==> config.mk <==
export PLATFORM = sky130hd
export DESIGN_NAME = sorted_priority_queue
export DESIGN_NICKNAME = d
export VERILOG_FILES = /design/src/rtl/spq_pkg.sv /design/src/rtl/spq_cell.sv /design/src/rtl/sorted_priority_queue.sv
export SDC_FILE = /design/constraint.sdc
export NUM_CORES = 1
export LEC_CHECK = 0
export ABC_AREA = 0
export BUFFER_PORTS_ARGS = -buffer_cell sky130_fd_sc_hd__clkbuf_2
export CAP_MARGIN = 30
export CORE_MARGIN = 4
export CORE_UTILIZATION = 45
export CTS_BUF_LIST = sky130_fd_sc_hd__clkbuf_16
export DETAILED_ROUTE_END_ITERATION = 12
export GPL_TIMING_DRIVEN = 0
export MAX_ROUTING_LAYER = met4
export PLACE_DENSITY = 0.72
export REMOVE_ABC_BUFFERS = 1
export SLEW_MARGIN = 15
export SYNTH_ARGS = -nofsm -noshare
export SYNTH_HDL_FRONTEND = slang
export SYNTH_SLANG_ARGS = --single-unit
==> constraint.sdc <==
create_clock -name clk -period 6.3 [get_ports clk]
set_clock_uncertainty 0.1 [all_clocks]
set_input_delay 0.945 -clock clk [delete_from_list [all_inputs] [get_ports clk]]
set_output_delay 0.945 -clock clk [all_outputs]
set_load 0.01 [all_outputs]
==> src/rtl/spq_pkg.sv <==
package spq_pkg;

  localparam int DEPTH    = 16;
  localparam int KEY_BITS = 16;
  localparam int TAG_BITS = 16;
  localparam int CNT_BITS = $clog2(DEPTH + 1);
  localparam int OCC_BITS = 5;

  localparam logic [1:0] CMD_INSERT = 2'd0;
  localparam logic [1:0] CMD_PEEK   = 2'd1;
  localparam logic [1:0] CMD_POP    = 2'd2;

  localparam logic [1:0] ST_OK    = 2'd0;
  localparam logic [1:0] ST_FULL  = 2'd1;
  localparam logic [1:0] ST_EMPTY = 2'd2;

  typedef struct packed {
    logic [1:0]          command;
    logic [KEY_BITS-1:0] key;
    logic [TAG_BITS-1:0] tag;
  } in_t;

  typedef struct packed {
    logic [1:0]          status;
    logic [KEY_BITS-1:0] min_key;
    logic [TAG_BITS-1:0] min_tag;
    logic [OCC_BITS-1:0] occupancy;
  } out_t;

  typedef struct packed {
    logic [KEY_BITS-1:0] key;
    logic [TAG_BITS-1:0] tag;
  } entry_t;

  typedef struct packed {
    logic   ins;
    logic   pop;
    entry_t new_entry;
  } cell_ctl_t;

endpackage

==> src/rtl/spq_cell.sv <==
module spq_cell (
  input  logic              clk,
  input  spq_pkg::cell_ctl_t ctl,
  input  logic              valid,
  input  logic              prev_greater,
  input  spq_pkg::entry_t   prev_entry,
  input  spq_pkg::entry_t   next_entry,
  output logic              greater,
  output spq_pkg::entry_t   entry
);
  import spq_pkg::*;

  entry_t entry_r;
  entry_t entry_nxt;

  // slot is past the insert point: empty or holds a strictly larger key
  assign greater = !valid || (entry_r.key > ctl.new_entry.key);
  assign entry   = entry_r;

  always_comb begin
    entry_nxt = entry_r;
    if (ctl.ins && greater) begin
      entry_nxt = prev_greater ? prev_entry : ctl.new_entry;
    end else if (ctl.pop) begin
      entry_nxt = next_entry;
    end
  end

  always_ff @(posedge clk) begin
    entry_r <= entry_nxt;
  end

endmodule

==> src/rtl/sorted_priority_queue.sv <==
// Result: strobed in the cycle after the command beat is accepted.
// Throughput: one command per cycle; busy is never raised. Each cell compares
// and shifts in the same cycle, so the cell chain sets the rate.
// Reset: synchronous, active low; clears the entry count and the strobe.
// Results are never stalled by the receiver.
module sorted_priority_queue (
  input  logic         clk,
  input  logic         rst_n,
  input  logic         start,
  output logic         busy,
  input  spq_pkg::in_t in_item,
  output logic         out_valid,
  output spq_pkg::out_t out_item
);
  import spq_pkg::*;

  logic [CNT_BITS-1:0] count_r, count_nxt;
  logic                out_valid_r;
  out_t                out_r, out_nxt;
  cell_ctl_t           ctl;

  logic   [DEPTH-1:0] valid;
  logic   [DEPTH-1:0] greater;
  entry_t             ents [DEPTH];

  wire accept = start && !busy;
  wire empty  = (count_r == '0);
  wire full   = (count_r == CNT_BITS'(DEPTH));

  assign busy = 1'b0;

  always_comb begin
    ctl.ins       = 1'b0;
    ctl.pop       = 1'b0;
    ctl.new_entry = '{key: in_item.key, tag: in_item.tag};
    count_nxt     = count_r;
    out_nxt       = '0;
    unique case (in_item.command) inside
      CMD_INSERT: begin
        if (full) begin
          out_nxt.status = ST_FULL;
        end else begin
          ctl.ins   = accept;
          count_nxt = count_r + 1'b1;
        end
      end
      CMD_PEEK, CMD_POP: begin
        if (empty) begin
          out_nxt.status = ST_EMPTY;
        end else begin
          out_nxt.min_key = ents[0].key;
          out_nxt.min_tag = ents[0].tag;
          if (in_item.command == CMD_POP) begin
            ctl.pop   = accept;
            count_nxt = count_r - 1'b1;
          end
        end
      end
      default: ;
    endcase
    out_nxt.occupancy = OCC_BITS'(count_nxt);
  end

  genvar i;
  generate
    for (i = 0; i < DEPTH; i++) begin : g_cell
      entry_t pe, ne;
      logic   pg;
      assign valid[i] = (CNT_BITS'(i) < count_r);
      if (i == 0) begin : g_head
        assign pe = ctl.new_entry;
        assign pg = 1'b0;
      end else begin : g_body
        assign pe = ents[i-1];
        assign pg = greater[i-1];
      end
      if (i == DEPTH - 1) begin : g_tail
        assign ne = ents[i];
      end else begin : g_mid
        assign ne = ents[i+1];
      end
      spq_cell u_cell (
        .clk         (clk),
        .ctl         (ctl),
        .valid       (valid[i]),
        .prev_greater(pg),
        .prev_entry  (pe),
        .next_entry  (ne),
        .greater     (greater[i]),
        .entry       (ents[i])
      );
    end
  endgenerate

  always_ff @(posedge clk) begin
    if (!rst_n) begin
      count_r     <= '0;
      out_valid_r <= 1'b0;
    end else begin
      out_valid_r <= accept;
      if (accept) begin
        count_r <= count_nxt;
      end
    end
  end

  always_ff @(posedge clk) begin
    if (accept) begin
      out_r <= out_nxt;
    end
  end

  assign out_valid = out_valid_r;
  assign out_item  = out_r;

  a_count_range: assert property (@(posedge clk) disable iff (!rst_n)
    count_r <= CNT_BITS'(DEPTH)) else $error("entry count overflow");

  a_one_result: assert property (@(posedge clk) disable iff (!rst_n)
    accept |=> out_valid) else $error("missing result strobe");

  a_full_occ: assert property (@(posedge clk) disable iff (!rst_n)
    (out_valid && out_item.status == ST_FULL) |->
      out_item.occupancy == OCC_BITS'(DEPTH)) else $error("full flagged below depth");

  a_empty_occ: assert property (@(posedge clk) disable iff (!rst_n)
    (out_valid && out_item.status == ST_EMPTY) |->
      (out_item.occupancy == '0 && out_item.min_key == '0 && out_item.min_tag == '0))
    else $error("empty flagged with entries held");

  a_occ_track: assert property (@(posedge clk) disable iff (!rst_n)
    out_valid |-> out_item.occupancy == OCC_BITS'(count_r))
    else $error("occupancy differs from count");

endmodule
After elaboration in Yosys (flattened, before gate mapping):

Index checks and enable logic that the tools add are counted.

* register bits: 557
* bits of input ports: 37
* word-level logic and storage cells: 200

* $add $sub $neg: 2
* magnitude comparators: 32
* equal/unequal tests: 3
* mux-type cells: 57
* bitwise operators: 1
* reduce and logical (&&, ||, !) cells: 67

Operators by type and width (count)
* 32-bit two-way mux: 45
* 16-bit greater-than comparator: 16
* 4-bit by 5-bit < comparator with 1-bit output, first input constant: 8
* 2-bit nonzero test: 15
* 3-bit by 5-bit < comparator with 1-bit output, first input constant: 4
* 1-bit logical AND: 16
* 1-bit zero test: 16
* 1-bit logical OR: 16
* 5-bit two-way mux: 3
* 1-bit by 5-bit < comparator with 1-bit output, first input constant: 2
* 2-bit by 5-bit < comparator with 1-bit output, first input constant: 2
* 5-bit case mux with 2 select lines: 1
* 1-bit two-way mux: 6
* 5-bit by 1-bit adder with 5-bit output, second input constant: 1
* 5-bit equality test, second input constant: 1
* 5-bit zero test: 1
* 5-bit by 1-bit subtractor with 5-bit output, second input constant: 1
* 2-bit case mux with 2 select lines: 1
* 2-bit OR reduction: 2
* 2-bit by 1-bit equality test with 1-bit output, second input constant: 1
* 2-bit equality test, second input constant: 1
* 2-bit zero test: 1
* 2-bit two-way mux: 1
* 1-bit inverter: 1

Depth between registers and ports, before layout:

* depth in word-level cells: 6
* depth in mapped cells: 12
* mapped depth without buffers: 9

Modules after synthesis:

A second synthesis with hierarchy kept.

* cells, all modules: 3485
* area total of the unflattened synthesis: 40926.8 um2

Modules (own cells, without submodules)
* spq_cell at g_cell[0].u_cell ...: times used 14, cells each 184, area an instance 2297.2 um2
* spq_cell at g_cell[9].u_cell: times used 1, cells each 361, area an instance 3300.7 um2
* spq_cell at g_cell[8].u_cell: times used 1, cells each 362, area an instance 3299.4 um2
* sorted_priority_queue: times used 1, cells each 186, area an instance 2165.8 um2

Worst setup path before layout:

No wires, ideal clock.

* path type: input port to flip-flop
* from: input port in_item[30] (netlist name)
* to: register g_cell[3].u_cell.entry_r, in the netlist g_cell[3].u_cell.entry[0], enable pin
* arrival time: 4.963 ns
* data required time: 5.734 ns
* slack: 0.771 ns
* stages: 9
* path buffers: 2
* path through: inv_1 > ha_1 > nand4_1 > nor4_2 > o21ai_0 > o2111a_1 > buf_2 > clkbuf_1 > o21ai_0

* word-level cells in the longest chain between the ends: 4

Ends and longest elaborated chain
* start, declared: RTL line sorted_priority_queue.sv:11 `input spq_pkg::in_t in_item,`
* 16-bit greater-than comparator: RTL line spq_cell.sv:17 `assign greater = !valid || (entry_r.key > ctl.new_entry.key);`
* 1-bit logical OR: RTL line spq_cell.sv:17
* 1-bit logical AND: RTL line spq_cell.sv:22 `if (ctl.ins && greater) begin`
* 2-bit nonzero test (no line)
* end signal, assigned: RTL line spq_cell.sv:30 `entry_r <= entry_nxt;`
* end, declared: RTL line spq_cell.sv:13 `entry_t entry_r;`

No other way between the ends.
A chain may end at the register's enable or synchronous reset.

Worst setup path after layout:

* from: input port in_item[31] (netlist name)
* to: register g_cell[0].u_cell.entry_r, in the netlist g_cell[0].u_cell.entry[6], enable pin

* word-level cells in the longest chain between the ends: 4

Ends and longest elaborated chain (RTL line)
* 16-bit greater-than comparator: spq_cell.sv:17
* 1-bit logical OR: spq_cell.sv:17
* 1-bit logical AND: spq_cell.sv:22
* 2-bit nonzero test (no line)
* end signal, assigned: spq_cell.sv:30
* end, declared: spq_cell.sv:13

No other way between the ends.

==> out/metrics.cfg <==
[worst_setup_path]
crit_required_ns = 6.53
cp_common_cell = buf_12
end_kind = flop
worst-setup-path-type = primary input to flop
path_max_fanout = 34
crit_path_cell_trace = clkbuf_2 -> inv_1 -> ha_1 -> and4_1 -> nand3_1 -> or3_2 -> and2_2 -> o21a_2 -> buf_12 -> nand2b_2 -> buf_12
cp_slowest_cell = and2_2
crit_path_max_incr_delay_ns = 0.80
cp_num_buf_inv = 4
crit_arrival_ns = 5.68
worst_setup_path_start_kind = primary input
cp_top_family = simple AND/OR/NAND/NOR gates

[die]
std_cell_rows = 100
chipHeight_um = 283.0
chipWidth_um = 283.0
core_mm2 = 0.07470
io_pins = 78
start_util_pct = 45.57
dieArea_mm2 = 0.08011

[cells_and_area]
utilization_pct = 50.73
drive_gt1_share_pct = 12.12
fin_nets = 3369
area_growth_pct = 11.32

[synthesis]
synth_edf_count = 551
yosysWarnings = 0
synth_cells = 3098
ys_seq_area_share_pct = 48.96
async_reset_ff_share_pct = 0
avgSynthCellArea_um2 = 10.99
synth_seq_cells = 557
yosys.cell_types.count = 67
syn_area_mm2 = 0.03404
synth_ff_type = edfxtp_1

[placement]
gp_congestion = 0.9055
port_buffers = 76
dpl.hpwl_um = 60120

[hold_path]
hp-class = flop to flop

[cts]
post_cts_resized = 0
clockRootBuffer = clkbuf_16
cts_tree = built
h-tree-depth = 2
clkTransAtPathRegs_ns = 0.06
post-cts-setup-buffers = 0
clock_sinks = 557
clkLatencyLatePin_ns = 0.64
clk_path_buf_depth = 3
cts_hold_buf = 0
numCtsBuffers = 60

[global_routing]
grt_max_degree = 64
grtUsageMet3_pct = 2.966
use_met1_pct = 26.31
overflow = 0
grt_pass1_wl_um = 129300
grt.total_usage_pct = 20.17
grtUsageMet2_pct = 32.87
first_global_vias = 23460
top_usage_layer = met2
antenna_found_initial = 4

[power]
power.density_mw_per_mm2 = 230.6
leakagePower_uw = 0.01614
vdd_drop_max_mv = 0.2181

[routing]
via_per_inst = 5.762
wire_per_inst_um = 19.77
route.detailed.drc = 0
drt_iter0_drc = 1917
drtPass1Iterations = 6
routed_wl_um = 80870
vias = 23570
antenna_left = 0

[sta]
period_share_pct = 86.36
final-setup-viol-count = 0
hold_slack_ns = 0.4206
worst_pin_slew_ns = 0.9013
rsz0062_at_grt = no
period_minus_slack_ns = 5.441
finalHoldViolations = 0
final_max_slew_viol_count = 0
fmax_mhz = 183.8
slew_headroom_pct = 39.76

[status]
status = finished clean

[run]
maxCapViolCount = 0

[cells in the final DEF, fill, tap and decap left out, drive strengths merged, types with 4 or more instances in the layout]
| cell type | instances |
|---|---|
| nor3b | 4 |
| nor2 | 260 |
| a21oi | 373 |
| o22ai | 16 |
| a21boi | 8 |
| edfxtp | 551 |
| nor3 | 20 |
| nand2 | 279 |
| o211ai | 11 |
| nor4 | 10 |
| buf | 62 |
| nand2b | 11 |
| or3 | 5 |
| ha | 262 |
| o31ai | 18 |
| a221oi | 32 |
| a2111oi | 4 |
| mux2 | 110 |
| o21a | 6 |
| dfxtp | 6 |
| o21ai | 211 |
| a211o | 9 |
| and2 | 40 |
| a31oi | 6 |
| a21o | 50 |
| and3 | 5 |
| mux2i | 389 |
| a211oi | 8 |
| and4 | 8 |
| clkinv | 18 |
| inv | 71 |
| diode | 4 |
| nand3 | 19 |
| nor2b | 21 |
| nand4 | 42 |
| clkbuf | 137 |
[layer usage]
layer  vias to the layer above  routed length (um)
met1                     11180               36140
met2                       705               38020
met4                         0                2079
li1                      11550                   -
met5                         -                   0
met3                       133                4639
[final cells by class]
| class | instances | area, um2 |
|---|---|---|
| fill | 6437 | 36800 |
| tap | 969 | 1212 |
| timing repair buffer | 139 | 1504 |
| multi-input combinational | 2268 | 16500 |
| clock buffer | 61 | 1526 |
| clock inverter | 49 | 307.8 |
| inverter | 44 | 165.2 |
| antenna | 4 | 10.01 |
| sequential | 557 | 16670 |
[worst paths after layout]
kind,cells past startpoint,from,endpoint,slack (ns)
worst min register to register,2,g_cell[15].u_cell.entry[2],g_cell[14].u_cell.entry[2],0.42
worst max-delay path,11,in_item[31],g_cell[0].u_cell.entry[6],0.86
worst max register to register,9,g_cell[0].u_cell.entry[31],g_cell[0].u_cell.entry[6],1.79
worst min-delay path,2,g_cell[15].u_cell.entry[2],g_cell[14].u_cell.entry[2],0.42
[stage by stage]
stage                     power, uW  std cells  worst slack [ns]  instance area (um2)  setup TNS [ns]
final                          8740       4091            0.8594                37900               0
after global routing           9099       4091            0.7599                37900               0
after CTS                      8806       4086            0.9901                37870               0
after detailed placement       5454       3976            0.3178                36030               0
after global placement         5379       3914            -5.153                34620        -2362.96
after floorplan                5063       2869            -1.542                33020         -192.21
[logic make-up after synthesis]
family          after synthesis  share of synthesized area (%)
simple gates                732                          9.498
flops                       557                          48.96
mux                         499                          15.40
fa+ha+maj                   262                          9.630
buf+inv                     273                          3.473
compound gates              774                          13.03
other cells                   1                        0.01102
[Yosys cell counts (4+ instances only)]
library cell	n	area [um2]
edfxtp_1	551	16550
mux2i_1	389	3894
a21oi_1	372	1862
nand2_1	279	1047
ha_1	262	3278
nor2_1	260	975.9
o21ai_0	208	1041
clkbuf_1	136	510.5
mux2_2	81	912.1
buf_2	62	310.3
a21o_1	50	375.4
inv_1	44	165.2
nand4_1	42	262.8
and2_1	40	250.2
a221oi_1	32	280.3
mux2_4	29	435.4
nor2b_1	21	131.4
nand3_1	19	95.09
nor3_1	19	95.09
o31ai_1	18	135.1
o22ai_1	16	100.1
buf_1	14	52.55
buf_4	11	82.58
nand2b_1	11	68.82
o211ai_1	11	82.58
a211o_1	9	78.83
nor4_1	9	56.30
a211oi_1	8	60.06
and4_1	8	70.07
a21boi_0	7	52.55
dfxtp_1	6	120.1
o21a_1	6	45.04
a31oi_1	5	31.28
and3_1	5	31.28
buf_6	5	56.30
or3_1	5	31.28
a2111oi_0	4	35.03
nor3b_1	4	30.03
[power by group]
group	leakage [uW]	internal (uW)	switching, uW
clock network	0.000992	1870	1480
logic	0.00999	397	637
registers	0.00516	4260	95.6
total	0.0161	6530	2210
[worst min-delay path: stages, from the launching register on]
cell      delay (ns)
edfxtp_1        0.32
nand2_1         0.04
o21ai_0         0.06
[flip-flops by register name (all words and copies together) (netlist names)]
signal / count
count_r: 5
g_cell.u_cell.entry: 512
out_item: 39
out_valid: 1
No activity file was read; power rests on OpenSTA's default activity.
